File: src/design/bsnr_pkg.sv
// bsnr_pkg: shared types, constants and gain table for the baseline snr grouper
// used by baseline_snr_grouper; depends on nothing
`timescale 1ns / 1ps
`default_nettype none

package bsnr_pkg;

  // baseline and fixed point constants
  localparam int MAX_BASELINE  = 1024;
  localparam int MEAN_FRAC     = 8;
  localparam int GROUP_MAX     = 16;
  localparam int GROUP_RESET   = 4;

  // divider shift width and iteration counts
  localparam int DIV_BITS      = 84;
  localparam int MEAN_STEPS    = 35;
  localparam int VAR_STEPS     = 84;
  localparam int SNR_STEPS     = 64;
  localparam int ROOT_STEPS    = 32;

  typedef struct packed {
    logic        command;
    logic [15:0] sample;
    logic        trace_end;
  } item_t;

  typedef struct packed {
    logic signed [31:0] snr_value;
    logic [15:0]        center_index;
    logic               saturated;
    logic               final_group;
  } result_t;

  typedef enum logic [3:0] {
    ST_IDLE,
    ST_BASE,
    ST_N2,
    ST_BB,
    ST_ALO,
    ST_AHI,
    ST_MEAN_DIV,
    ST_VAR_DIV,
    ST_ROOT,
    ST_ACC,
    ST_SNR_MUL,
    ST_SNR_DIV,
    ST_EMIT
  } state_t;

  // floor(sqrt(n) * 2^16) for group sizes 1 to 16
  function automatic logic [18:0] sqrt_gain(input logic [4:0] n);
    logic [18:0] g;
    case (n)
      5'd1:    g = 19'd65536;
      5'd2:    g = 19'd92681;
      5'd3:    g = 19'd113511;
      5'd4:    g = 19'd131072;
      5'd5:    g = 19'd146542;
      5'd6:    g = 19'd160529;
      5'd7:    g = 19'd173391;
      5'd8:    g = 19'd185363;
      5'd9:    g = 19'd196608;
      5'd10:   g = 19'd207243;
      5'd11:   g = 19'd217358;
      5'd12:   g = 19'd227023;
      5'd13:   g = 19'd236293;
      5'd14:   g = 19'd245213;
      5'd15:   g = 19'd253819;
      5'd16:   g = 19'd262144;
      default: g = 19'd0;
    endcase
    return g;
  endfunction

endpackage

`default_nettype wire

File: src/design/baseline_snr_grouper.sv
// baseline_snr_grouper: baseline rms and grouped snr over one digitizer trace
// depends on bsnr_pkg (types, state codes, gain table)
`timescale 1ns / 1ps
`default_nettype none

// Takes one sample transaction at a time; item_stall is high while a sample is
// worked on. A baseline sample passes through ST_BASE, and a trace sample that
// does not close a group through ST_ACC. The first trace sample of a trace also
// computes the baseline mean and rms: multiplies in ST_N2, ST_BB, ST_ALO and
// ST_AHI on the shared 32x32 multiplier, then mean division, variance division
// and square root on the shared one-bit-per-cycle divide/root unit (ST_N2 goes
// straight to ST_ACC when no baseline was seen). A sample that closes a group
// adds a multiply, a division (skipped when the result saturates) and the load
// of the result register, which then holds the result until it is taken.
module baseline_snr_grouper (
  input  logic             clk,
  input  logic             rst,
  input  logic             item_valid,
  output logic             item_stall,
  input  bsnr_pkg::item_t  item,
  output logic             result_valid,
  input  logic             result_stall,
  output bsnr_pkg::result_t result,
  input  logic             cfg_valid,
  output logic             cfg_ready,
  input  logic [4:0]       cfg_data
);
  import bsnr_pkg::*;

  state_t state, state_next;

  logic [4:0]         group_size;
  logic [15:0]        samp;
  logic               trace_end;
  logic               fin;

  logic [25:0]        base_sum;
  logic [41:0]        base_sq;
  logic [10:0]        base_cnt;
  logic [23:0]        base_mean;
  logic [31:0]        scale;
  logic               stats_ready;
  logic signed [31:0] acc;
  logic [4:0]         fill;
  logic [15:0]        pos;

  logic [20:0]        n_sq;
  logic [51:0]        b_sq;
  logic [51:0]        a_prod;

  // shared divide / root unit
  logic [DIV_BITS-1:0] dv_dnd;
  logic [31:0]         dv_dsr;
  logic [31:0]         dv_rem;
  logic [63:0]         dv_quo;
  logic [33:0]         sq_rem;
  logic [6:0]          cnt;
  logic [31:0]         res_q;
  logic                res_sat;

  // shared multiplier
  logic [31:0] mul_a, mul_b;
  logic [63:0] mul_p;

  logic [32:0] dv_sh, dv_diff;
  logic        dv_ge;
  logic [31:0] dv_rem_step;
  logic [35:0] sq_sh, sq_try, sq_diff;
  logic        sq_ge;
  logic [33:0] sq_rem_step;

  logic [31:0] mag;
  logic [63:0] lim;
  logic [51:0] var_d;
  logic [34:0] mean_dnd;
  logic [4:0]  gs_eff;
  logic [4:0]  fill_inc;
  logic        base_open;
  logic        out_free;
  logic        in_take;

  assign mul_p = 64'(mul_a) * 64'(mul_b);

  // one restoring divide step
  assign dv_sh       = {dv_rem, dv_dnd[DIV_BITS-1]};
  assign dv_diff     = dv_sh - {1'b0, dv_dsr};
  assign dv_ge       = dv_sh >= {1'b0, dv_dsr};
  assign dv_rem_step = dv_ge ? dv_diff[31:0] : dv_sh[31:0];

  // one square root digit step, root kept in dv_quo
  assign sq_sh       = {sq_rem, dv_dnd[DIV_BITS-1:DIV_BITS-2]};
  assign sq_try      = {2'b00, dv_quo[31:0], 2'b01};
  assign sq_diff     = sq_sh - sq_try;
  assign sq_ge       = sq_sh >= sq_try;
  assign sq_rem_step = sq_ge ? sq_diff[33:0] : sq_sh[33:0];

  // group magnitude and clip limit
  assign mag = acc[31] ? 32'(32'd0 - $unsigned(acc)) : $unsigned(acc);
  assign lim = acc[31] ? 64'h0000_0000_8000_0000 : 64'h0000_0000_7FFF_FFFF;

  assign var_d    = (a_prod > b_sq) ? (a_prod - b_sq) : 52'd0;
  assign mean_dnd = 35'({base_sum, 8'd0}) + 35'(base_cnt[10:1]);

  assign gs_eff = (group_size == 5'd0) ? 5'd1 :
                  (group_size > 5'(GROUP_MAX)) ? 5'(GROUP_MAX) : group_size;
  assign fill_inc  = fill + 5'd1;
  assign base_open = !stats_ready && (base_cnt < 11'(MAX_BASELINE));
  assign out_free  = !result_valid || !result_stall;
  assign in_take   = item_valid && !item_stall;

  assign cfg_ready = 1'b1;

  // next state
  always_comb begin
    state_next = state;
    case (state)
      ST_IDLE: begin
        if (in_take) begin
          if (!item.command) state_next = ST_BASE;
          else if (stats_ready) state_next = ST_ACC;
          else state_next = ST_N2;
        end
      end
      ST_BASE: begin
        if (trace_end && stats_ready && fill != 5'd0) state_next = ST_SNR_MUL;
        else state_next = ST_IDLE;
      end
      ST_N2:       state_next = (base_cnt == 11'd0) ? ST_ACC : ST_BB;
      ST_BB:       state_next = ST_ALO;
      ST_ALO:      state_next = ST_AHI;
      ST_AHI:      state_next = ST_MEAN_DIV;
      ST_MEAN_DIV: if (cnt == 7'd0) state_next = ST_VAR_DIV;
      ST_VAR_DIV:  if (cnt == 7'd0) state_next = ST_ROOT;
      ST_ROOT:     if (cnt == 7'd0) state_next = ST_ACC;
      ST_ACC: begin
        if (trace_end || fill_inc >= gs_eff) state_next = ST_SNR_MUL;
        else state_next = ST_IDLE;
      end
      ST_SNR_MUL: begin
        if (scale == 32'd0 || mul_p[63:56] != 8'd0) state_next = ST_EMIT;
        else state_next = ST_SNR_DIV;
      end
      ST_SNR_DIV:  if (cnt == 7'd0) state_next = ST_EMIT;
      ST_EMIT:     if (out_free) state_next = ST_IDLE;
      default:     state_next = ST_IDLE;
    endcase
  end

  // handshake and multiplier operand select
  always_comb begin
    item_stall = (state != ST_IDLE);
    mul_a      = 32'd0;
    mul_b      = 32'd0;
    case (state)
      ST_BASE: begin
        mul_a = 32'(samp);
        mul_b = 32'(samp);
      end
      ST_N2: begin
        mul_a = 32'(base_cnt);
        mul_b = 32'(base_cnt);
      end
      ST_BB: begin
        mul_a = 32'(base_sum);
        mul_b = 32'(base_sum);
      end
      ST_ALO: begin
        mul_a = 32'(base_cnt);
        mul_b = 32'(base_sq[20:0]);
      end
      ST_AHI: begin
        mul_a = 32'(base_cnt);
        mul_b = 32'(base_sq[41:21]);
      end
      ST_SNR_MUL: begin
        mul_a = mag;
        mul_b = 32'(sqrt_gain(fill));
      end
      default: begin
        mul_a = 32'd0;
        mul_b = 32'd0;
      end
    endcase
  end

  // state and configuration register
  always_ff @(posedge clk) begin
    if (rst) begin
      state      <= ST_IDLE;
      group_size <= 5'(GROUP_RESET);
    end else begin
      state <= state_next;
      if (cfg_valid && cfg_ready) group_size <= cfg_data;
    end
  end

  // trace statistics and group state
  always_ff @(posedge clk) begin
    if (rst) begin
      base_sum    <= '0;
      base_sq     <= '0;
      base_cnt    <= '0;
      base_mean   <= '0;
      scale       <= '0;
      stats_ready <= 1'b0;
      acc         <= '0;
      fill        <= '0;
      pos         <= '0;
      fin         <= 1'b0;
    end else begin
      case (state)
        ST_BASE: begin
          if (base_open) begin
            base_sum <= base_sum + 26'(samp);
            base_sq  <= base_sq + 42'(mul_p[31:0]);
            base_cnt <= base_cnt + 11'd1;
          end
          if (trace_end) begin
            if (stats_ready && fill != 5'd0) begin
              fin <= 1'b1;
            end else begin
              base_sum    <= '0;
              base_sq     <= '0;
              base_cnt    <= '0;
              base_mean   <= '0;
              scale       <= '0;
              stats_ready <= 1'b0;
              acc         <= '0;
              fill        <= '0;
              pos         <= '0;
            end
          end
        end
        ST_N2: begin
          if (base_cnt == 11'd0) begin
            base_mean   <= '0;
            scale       <= '0;
            stats_ready <= 1'b1;
          end
        end
        ST_MEAN_DIV: if (cnt == 7'd0) base_mean <= dv_quo[23:0];
        ST_ROOT: begin
          if (cnt == 7'd0) begin
            scale       <= dv_quo[31:0];
            stats_ready <= 1'b1;
          end
        end
        ST_ACC: begin
          acc  <= acc + $signed({8'd0, samp, 8'd0}) - $signed({8'd0, base_mean});
          fill <= fill_inc;
          pos  <= pos + 16'd1;
          fin  <= trace_end;
        end
        ST_EMIT: begin
          if (out_free) begin
            acc  <= '0;
            fill <= '0;
            if (fin) begin
              base_sum    <= '0;
              base_sq     <= '0;
              base_cnt    <= '0;
              base_mean   <= '0;
              scale       <= '0;
              stats_ready <= 1'b0;
              pos         <= '0;
            end
          end
        end
        default: begin
          stats_ready <= stats_ready;
        end
      endcase
    end
  end

  // sample latch, multiply results and divide / root unit
  always_ff @(posedge clk) begin
    if (in_take) begin
      samp      <= item.sample;
      trace_end <= item.trace_end;
    end
    case (state)
      ST_N2:  n_sq   <= mul_p[20:0];
      ST_BB:  b_sq   <= mul_p[51:0];
      ST_ALO: a_prod <= mul_p[51:0];
      ST_AHI: begin
        a_prod <= a_prod + {mul_p[30:0], 21'd0};
        dv_dnd <= {mean_dnd, 49'd0};
        dv_dsr <= 32'(base_cnt);
        dv_rem <= '0;
        dv_quo <= '0;
        cnt    <= 7'(MEAN_STEPS);
      end
      ST_MEAN_DIV: begin
        if (cnt != 7'd0) begin
          dv_dnd <= dv_dnd << 1;
          dv_rem <= dv_rem_step;
          dv_quo <= {dv_quo[62:0], dv_ge};
          cnt    <= cnt - 7'd1;
        end else begin
          dv_dnd <= {var_d, 32'd0};
          dv_dsr <= 32'(n_sq);
          dv_rem <= '0;
          dv_quo <= '0;
          cnt    <= 7'(VAR_STEPS);
        end
      end
      ST_VAR_DIV: begin
        if (cnt != 7'd0) begin
          dv_dnd <= dv_dnd << 1;
          dv_rem <= dv_rem_step;
          dv_quo <= {dv_quo[62:0], dv_ge};
          cnt    <= cnt - 7'd1;
        end else begin
          dv_dnd <= {dv_quo, 20'd0};
          sq_rem <= '0;
          dv_quo <= '0;
          cnt    <= 7'(ROOT_STEPS);
        end
      end
      ST_ROOT: begin
        if (cnt != 7'd0) begin
          dv_dnd <= dv_dnd << 2;
          sq_rem <= sq_rem_step;
          dv_quo <= {dv_quo[62:0], sq_ge};
          cnt    <= cnt - 7'd1;
        end
      end
      ST_SNR_MUL: begin
        if (scale == 32'd0) begin
          res_q   <= (mag == 32'd0) ? 32'd0 : lim[31:0];
          res_sat <= 1'b1;
        end else if (mul_p[63:56] != 8'd0) begin
          res_q   <= lim[31:0];
          res_sat <= 1'b1;
        end else begin
          dv_dnd <= {mul_p, 20'd0};
          dv_dsr <= scale;
          dv_rem <= '0;
          dv_quo <= '0;
          cnt    <= 7'(SNR_STEPS);
        end
      end
      ST_SNR_DIV: begin
        if (cnt != 7'd0) begin
          dv_dnd <= dv_dnd << 1;
          dv_rem <= dv_rem_step;
          dv_quo <= {dv_quo[62:0], dv_ge};
          cnt    <= cnt - 7'd1;
        end else if (dv_quo > lim) begin
          res_q   <= lim[31:0];
          res_sat <= 1'b1;
        end else begin
          res_q   <= dv_quo[31:0];
          res_sat <= 1'b0;
        end
      end
      default: begin
        cnt <= cnt;
      end
    endcase
  end

  // result register
  always_ff @(posedge clk) begin
    if (rst) begin
      result_valid <= 1'b0;
    end else if (state == ST_EMIT && out_free) begin
      result_valid <= 1'b1;
    end else if (!result_stall) begin
      result_valid <= 1'b0;
    end
  end

  always_ff @(posedge clk) begin
    if (state == ST_EMIT && out_free) begin
      result.snr_value    <= acc[31] ? $signed(32'd0 - res_q) : $signed(res_q);
      result.center_index <= 16'(pos - 16'(fill) + 16'(fill[4:1]));
      result.saturated    <= res_sat;
      result.final_group  <= fin;
    end
  end

  // a sample transaction always leaves the block busy in the cycle after it is taken
  a_busy_after_take: assert property (@(posedge clk) disable iff (rst)
    in_take |=> item_stall)
    else $error("block took a sample without going busy");

  // a group never holds more than the largest group size
  a_fill_bound: assert property (@(posedge clk) disable iff (rst)
    fill <= 5'(GROUP_MAX))
    else $error("group fill above the largest group size");

  // no trace sample is grouped before the baseline statistics are latched
  a_fill_needs_stats: assert property (@(posedge clk) disable iff (rst)
    !stats_ready |-> fill == 5'd0)
    else $error("group pending without baseline statistics");

endmodule

`default_nettype wire
File: config.mk
export PLATFORM = sky130hd
export DESIGN_NAME = baseline_snr_grouper
export DESIGN_NICKNAME = d
export VERILOG_FILES = /design/src/design/bsnr_pkg.sv /design/src/design/baseline_snr_grouper.sv
export SDC_FILE = /design/constraint.sdc
export NUM_CORES = 2
export LEC_CHECK = 0
export BUFFER_PORTS_ARGS = -buffer_cell sky130_fd_sc_hd__buf_2
export CAP_MARGIN = 0
export CELL_PAD_IN_SITES_DETAIL_PLACEMENT = 1
export CELL_PAD_IN_SITES_GLOBAL_PLACEMENT = 1
export CORE_MARGIN = 2
export CORE_UTILIZATION = 24
export DETAILED_ROUTE_END_ITERATION = 8
export PLACE_DENSITY = 0.58
export SETUP_SLACK_MARGIN = 0.2
export SLEW_MARGIN = 20
export SYNTH_ARGS = -nofsm -noshare
export SYNTH_HDL_FRONTEND = slang
export SYNTH_SLANG_ARGS = --single-unit
File: constraint.sdc
create_clock -name clk -period 11.49 [get_ports clk]
set_input_delay 1.7235 -clock clk [delete_from_list [all_inputs] [get_ports clk]]
set_output_delay 1.7235 -clock clk [all_outputs]
set_load 0.1 [all_outputs]
### Word level (Yosys, flattened, before mapping)

Memory sizes are Yosys's and may differ from the RTL's. A register that Yosys moved wholly into a read port is not among the register bits.
Index checks and enable logic that the tools add are counted.

* $add $sub $neg: 17
* $mul: 1
* $lt $le $gt $ge: 7
* equality and inequality tests: 34
* muxes and demuxes: 123
* reduce and logical (&&, ||, !) cells: 54

Operator list (number)
* 32-bit 2-to-1 mux: 23
* 84-bit 2-to-1 mux: 6
* 84-bit one-hot mux with 6 select lines: 1
* 32-bit one-hot mux with 4 select lines: 3
* 64-bit 2-to-1 mux: 5
* 64-bit one-hot mux with 5 select lines: 1
* 42-bit 2-to-1 mux: 5
* 32-bit one-hot mux with 3 select lines: 2
* 26-bit one-hot mux with 6 select lines: 1
* 24-bit 2-to-1 mux: 6
* 26-bit 2-to-1 mux: 5
* 52-bit one-hot mux with 2 select lines: 1
* 34-bit 2-to-1 mux: 3
* 24-bit one-hot mux with 4 select lines: 1
* 42-bit one-hot mux with 2 select lines: 1
* 34-bit one-hot mux with 2 select lines: 1
* 64-bit by 32-bit > comparator with 1-bit output: 1
* 32-bit logical NOT: 2
* 32-bit by 32-bit multiplier with 64-bit output: 1
* 16-bit 2-to-1 mux: 4
* 32-bit one-hot mux with 2 select lines: 1
* 1-bit by 32-bit subtractor with 32-bit output (first input constant): 2
* 11-bit 2-to-1 mux: 5
* 52-bit adder: 1
* other kinds (62): 154

* register bits after elaboration: 678
* bits in read-only memories: 608
* bits of input ports: 28
* output and inout port bits: 53
* word-level logic and storage cells: 267
* memories kept: 1

Memory list
* (no name shown): depth 32, bits a word 19, rd ports 1, clocked after memory_dff 1, write ports 0, RTL line bsnr_pkg.sv:53 `case (n)`

### Longest topological paths before layout

* depth after elaboration: 9
* mapped depth: 43
* mapped depth without buffers: 41

### Worst setup path before layout

Ideal clock, no wire load.

* path type: reg2reg
* start point: register state[1]
* end point: register base_sq[38]
* setup time: 132 ps
* arrival time: 10979 ps
* data required time: 11358 ps
* slack: 379 ps
* cell stages (with the launch flop): 40
* path buffers: 3
* period minus slack after synthesis: 11111 ps
* path through: dfxtp_1 clkbuf_1 nand2b_1 nor2_1 clkbuf_1 a22oi_1 nand3_1 clkbuf_1 nand2_1 fa_1 inv_1 fa_1 inv_1 fa_1 fa_1 fa_1 inv_1 fa_1 (+4 left out) and3_1 and3_1 a22oi_1 and2_1 nand2b_1 a21oi_1 xor2_1 inv_1 ha_1 nor2b_1 a2111oi_0 inv_1 o311ai_0 o221a_2 a21oi_1 a41oi_1 or3_1 a21oi_1

* longest elaborated chain between the ends: 9
* elaborated cells on any way between the ends: 20
* those cells by class: add/sub: 1; mul: 1; eq/ne: 9; mux: 6; reduce/logical: 3

RTL lines
* start: declaration: RTL line baseline_snr_grouper.sv:30 `state_t state, state_next;`
* start signal: assignment: RTL line baseline_snr_grouper.sv:192 `state <= state_next;`
* 4-bit by 3-bit equality test with 1-bit output or 4-bit by 2-bit equality test with 1-bit output (tied branches): RTL line baseline_snr_grouper.sv:154 `case (state)`
* 3-bit OR reduction (no source line)
* 32-bit one-hot mux with 4 select lines: RTL line baseline_snr_grouper.sv:154
* 32-bit by 32-bit multiplier with 64-bit output (*): RTL line baseline_snr_grouper.sv:82 `assign mul_p = 64'(mul_a) * 64'(mul_b);`
* net mul_p[22]: RTL line baseline_snr_grouper.sv:63 `logic [63:0] mul_p;`
* 42-bit by 32-bit adder with 42-bit output (*): RTL line baseline_snr_grouper.sv:215 `base_sq <= base_sq + 42'(mul_p[31:0]);`
* 42-bit 2-to-1 mux (*): RTL line baseline_snr_grouper.sv:213 `if (base_open) begin`
* 42-bit 2-to-1 mux: RTL line baseline_snr_grouper.sv:219 `if (stats_ready && fill != 5'd0) begin`
* 42-bit 2-to-1 mux (*): RTL line baseline_snr_grouper.sv:218 `if (trace_end) begin`
* 42-bit one-hot mux with 2 select lines (*): RTL line baseline_snr_grouper.sv:211 `case (state)`
* end signal: assignment: RTL line baseline_snr_grouper.sv:215
* end: declaration: RTL line baseline_snr_grouper.sv:38 `logic [41:0] base_sq;`

The timed path passes the listed nets; every way through them passes the cells marked *.
A chain may end at the register's enable or synchronous reset.

### Worst setup path after layout

* start point: register acc[8]
* end point: register dv_dnd[71] (data pin)

* longest elaborated chain between the ends: 7

RTL lines
* start: declaration: RTL line baseline_snr_grouper.sv:43 `logic signed [31:0] acc;`
* start signal: assignment: RTL line baseline_snr_grouper.sv:249 `acc <= acc + $signed({8'd0, samp, 8'd0}) - $signed({8'd0, base_mean});`
* 1-bit by 32-bit subtractor with 32-bit output: RTL line baseline_snr_grouper.sv:98 `assign mag = acc[31] ? 32'(32'd0 - $unsigned(acc)) : $unsigned(acc);`
* 32-bit 2-to-1 mux (*): RTL line baseline_snr_grouper.sv:98
* 32-bit one-hot mux with 4 select lines (*): RTL line baseline_snr_grouper.sv:154
* 32-bit by 32-bit multiplier with 64-bit output (*): RTL line baseline_snr_grouper.sv:82
* net mul_p[51]: RTL line baseline_snr_grouper.sv:63
* 84-bit 2-to-1 mux (*): RTL line baseline_snr_grouper.sv:333 `end else if (mul_p[63:56] != 8'd0) begin`
* 84-bit 2-to-1 mux (*): RTL line baseline_snr_grouper.sv:330 `if (scale == 32'd0) begin`
* 84-bit one-hot mux with 6 select lines (*): RTL line baseline_snr_grouper.sv:282 `case (state)`
* end signal: assignment: RTL line baseline_snr_grouper.sv:288 `dv_dnd <= {mean_dnd, 49'd0};`
* end signal: assignment: RTL line baseline_snr_grouper.sv:337 `dv_dnd <= {mul_p, 20'd0};`
* end signal: assignment: RTL line baseline_snr_grouper.sv:346 `dv_dnd <= dv_dnd << 1;`
* end: declaration: RTL line baseline_snr_grouper.sv:52 `logic [DIV_BITS-1:0] dv_dnd;`

The timed path passes the listed nets; every way through them passes the cells marked *. The select of a mux whose other input is x is not followed.

==> reports/summary.json <==
{
  "report.final.slew_viol_count": {"value": 0},
  "p_switching": {"value": 0.00588, "unit": "W"},
  "critical_path.top_delay_family": {"value": "adder cells"},
  "synth-main-ff-cell": {"value": "edfxtp_1"},
  "place.port_buffers": {"value": 79},
  "grt_remaining_overflow": {"value": 0},
  "average_cell_area_after_synthesis": {"value": 9.00, "unit": "sq um"},
  "die_area": {"value": 297000, "unit": "sq um"},
  "rr_startpoint": {"value": "acc[8]$_SDFFE_PP0P_"},
  "max_slew_margin_vs_limit": {"value": 0.227},
  "critical_path_cell_count": {"value": 35},
  "clockBufferDepth": {"value": 3},
  "first_global_vias": {"value": 62869},
  "grt_first_pass_wirelength": {"value": 424000, "unit": "um"},
  "hold_slack": {"value": 426, "unit": "ps"},
  "hold_path.class": {"value": "reg2reg"},
  "routed_wl": {"value": 287000, "unit": "um"},
  "die-width": {"value": 545, "unit": "um"},
  "antenna_violating_nets_post_route": {"value": 0},
  "timing.critical_path.from_type": {"value": "register"},
  "power.sequential.fraction": {"value": 0.280},
  "multi_input_area": {"value": 46900, "unit": "sq um"},
  "initial_antenna_violation_count": {"value": 9},
  "fin_crit_sh": {"value": 0.966},
  "clockPowerShare": {"value": 0.212},
  "synth_cells": {"value": 7807},
  "fmax": {"value": 0.0901, "unit": "GHz"},
  "fin_crit": {"value": 11100, "unit": "ps"},
  "critical_path.reg2reg.endpoint": {"value": "dv_dnd[71]$_DFFE_PP_"},
  "drt_pre_antenna_iters": {"value": 8},
  "finalHoldViolCount": {"value": 0},
  "synthMostInstantiatedCell": {"value": "inv_1"},
  "clkTransAtPathRegs": {"value": 60, "unit": "ps"},
  "groute.usage.overall": {"value": 0.189},
  "setup.worst_path.start": {"value": "acc[8]$_SDFFE_PP0P_"},
  "worst_ep_required_time": {"value": 11900, "unit": "ps"},
  "final.fill_count": {"value": 34014},
  "ys_seq_elements": {"value": 677},
  "finClkSkew": {"value": 64.0, "unit": "ps"},
  "layout.core_utilization": {"value": 0.274},
  "run_status": {"value": "finished clean"},
  "root_buffer": {"value": "clkbuf_16"},
  "post-synth-top-area-fraction": {"value": 0.213},
  "rows": {"value": 198},
  "critical_path.endpoint": {"value": "dv_dnd[71]$_DFFE_PP_"},
  "path_class": {"value": "reg2reg"},
  "synth_enable_flop_cells": {"value": 458},
  "cellLeakagePower": {"value": 35.1, "unit": "nW"},
  "area_growth": {"value": 13.4, "unit": "%"},
  "cts_h_tree_lvls": {"value": 3},
  "reg2reg_depth": {"value": 35},
  "pwr_density_cell": {"value": 159, "unit": "nW/um^2"},
  "crit_path_top_delay_cell": {"value": "a211oi_1"},
  "post_synth_most_frequent_cells": {"value": "1171 x inv_1, 830 x nand2_1, 824 x nor2_1"},
  "register_area": {"value": 18100, "unit": "sq um"},
  "async_flop_share": {"value": 0},
  "synth-adder-area-share": {"value": 0.308},
  "worstSetupEndpointType": {"value": "register"},
  "internal-power": {"value": 0.00679, "unit": "W"},
  "viasPerCell": {"value": 4.96},
  "ys_top_cells_by_area": {"value": "fa_1 21%, edfxtp_1 20%, ha_1 9.5%, inv_1 6.3%, dfxtp_1 6.2%"},
  "gp_congestion": {"value": 0.939},
  "die_height": {"value": 545, "unit": "um"},
  "remaining_routing_drc_violations": {"value": 0},
  "pre_cts_ws": {"value": -212, "unit": "ps"},
  "dr.first_iter.drc_count": {"value": 4310},
  "routed-via-count": {"value": 59240},
  "timing.hold.worst_path_depth": {"value": 0},
  "critical_path.n_buffers_inverters": {"value": 8},
  "yosys_warnings": {"value": 0},
  "reg2reg_setup_slack": {"value": 390, "unit": "ps"},
  "finalSetupViolations": {"value": 0},
  "cap_viol_max_count": {"value": 0},
  "cts_made_buffers": {"value": 81},
  "setup_ws": {"value": 390, "unit": "ps"},
  "synth_cell_types": {"value": 88},
  "wire_per_inst": {"value": 24.1, "unit": "um"},
  "timing.critical_path.slowest_cell_delay": {"value": 580, "unit": "ps"},
  "cp_data_arrival_time": {"value": 11510, "unit": "ps"},
  "post_synth_xor_xnor_area": {"value": 0.0461},
  "largest_net_degree_at_the_start_of_global_routing": {"value": 78},
  "clock_sink_count": {"value": 677},
  "clock_insertion_delay_at_the_later_pin_of_the_skew_report": {"value": 740, "unit": "ps"},
  "synth-seq-area-share": {"value": 0.258},
  "worst-path-max-fanout": {"value": 11},
  "worstMarginPinSlew": {"value": 1160, "unit": "ps"},
  "ios": {"value": 81},
  "placeableCoreArea": {"value": 291000, "unit": "sq um"},
  "cp_most_frequent_cell": {"value": "fa_1"},
  "synth_top_family_by_area": {"value": "adder cells"},
  "fin_nets": {"value": 9273},
  "ratio_of_cells_with_drive_above_1_in_the_final_layout": {"value": 0.0735},
  "synth-compound-area-share": {"value": 0.151},
  "cts_tree": {"value": "yes"},
  "grt_setup_unrepaired": {"value": "true"},
  "ir_worst_vdd": {"value": 0.000172, "unit": "V"},
  "fin_tns_setup": {"value": 0, "unit": "ps"},
  "synth_simple_gate_area_share": {"value": 0.145},
  "synthMuxAreaShare": {"value": 0.0107},
  "netlist_area": {"value": 70300, "unit": "sq um"},
  "p_comb_frac": {"value": 0.508},
  "power_switching_share": {"value": 0.464},
  "synth.largest_area_cell": {"value": "fa_1"},
  "initial_core_util": {"value": 0.242},
  "detailed_place_hpwl": {"value": 230000, "unit": "um"}
}
==> layout by cell type (no fill, tap or decap), types with 114 or more instances in the layout <==
cell and count:
nor2_1 817, ha_1 533, fa_1 747, a21oi_1 414, o21ai_0 250, inv_1 1170, edfxtp_1 458, nand2_1 827
buf_4 289, xnor2_1 250, a21o_1 204, xor2_1 114, a22oi_1 133, dfxtp_1 217
==> how the worst min path moves through the flow <==
stage / from / end / slack, ps
2_1_floorplan: res_sat$_SDFFCE_PN1P_ / result[1]$_DFFE_PP_ / 400
3_3_place_gp: res_sat$_SDFFCE_PN1P_ / result[1]$_DFFE_PP_ / 430
3_5_place_dp: res_sat$_SDFFCE_PN1P_ / result[1]$_DFFE_PP_ / 420
4_1_cts: res_sat$_SDFFCE_PN1P_ / result[1]$_DFFE_PP_ / 430
5_1_grt: res_sat$_SDFFCE_PN1P_ / result[1]$_DFFE_PP_ / 430
6_report: res_sat$_SDFFCE_PN1P_ / result[1]$_DFFE_PP_ / 430
==> power groups by stage <==
stage / Sequential, W / Clock, W / Combinational, W
4_1_cts: 0.00355 / 0.00273 / 0.00627
6_report: 0.00355 / 0.00268 / 0.00643
2_1_floorplan: 0.00342 / 0 / 0.00392
5_1_grt: 0.00358 / 0.00282 / 0.00693
3_3_place_gp: 0.00359 / 0 / 0.00608
3_5_place_dp: 0.00359 / 0 / 0.00622
==> registers in the layout, indices dropped and copies added (netlist names), 7 cells and up, named ones only <==
signal / count
result: 50
b_sq: 52
dv_dsr: 32
n_sq: 21
base_sum: 26
scale: 32
base_sq: 42
res_q: 32
dv_dnd: 64
base_cnt: 11
sq_rem: 34
base_mean: 24
acc: 32
dv_quo: 64
dv_rem: 32
samp: 16
pos: 16
cnt: 7
a_prod: 52
==> kinds of logic (layout without fill, tap and decap cells) <==
family / after synthesis / after routing
AND/OR/NAND/NOR: 2299 / 2299
AO/OA/AOI/OAI: 1590 / 1590
buffers and inverters: 1514 / 1697
adder cells (fa/ha/maj): 1280 / 1280
flip-flops: 677 / 677
XOR/XNOR: 370 / 370
multiplexers: 75 / 75
other: 2 / 47
==> stage by stage <==
step | cells | instance area, sq um | power [W]
5_1_grt | 11933 | 79700 | 0.0133
4_1_cts | 11930 | 79600 | 0.0126
6_report | 11935 | 79700 | 0.0127
3_5_place_dp | 11780 | 76900 | 0.00981
3_3_place_gp | 11779 | 76800 | 0.00967
2_1_floorplan | 7849 | 70500 | 0.00734
==> what timing repair did <==
item                                    4_1_cts  5_1_grt
gates resized for setup                       5       20
endpoints found under the hold margin         0        0
hold buffers                                  0        0
endpoints found under the setup margin        7       29
buffers inserted                              0        1
pin swaps                                     0        1
==> area by class of cell <==
type                    instances  area share
inverters                    1174      0.0553
diodes                          3   0.0000941
clock buffers                 105      0.0280
multi-input cells            5658       0.589
flip-flops and latches        677       0.228
clock inverters                45     0.00582
repair buffers                373      0.0336
well taps                    3900      0.0612
==> metal layers <==
| metal | vias to the layer above | part of all wire | global-route usage |
|---|---|---|---|
| met5 | - | 0.000024 | 0 |
| met2 | 1581 | 0.47 | 0.317 |
| met3 | 468 | 0.047 | 0.0198 |
| met1 | 30764 | 0.44 | 0.247 |
| met4 | 2 | 0.047 | 0.0794 |
| li1 | 26425 | - | - |
Power figures use the tool's default switching activity.
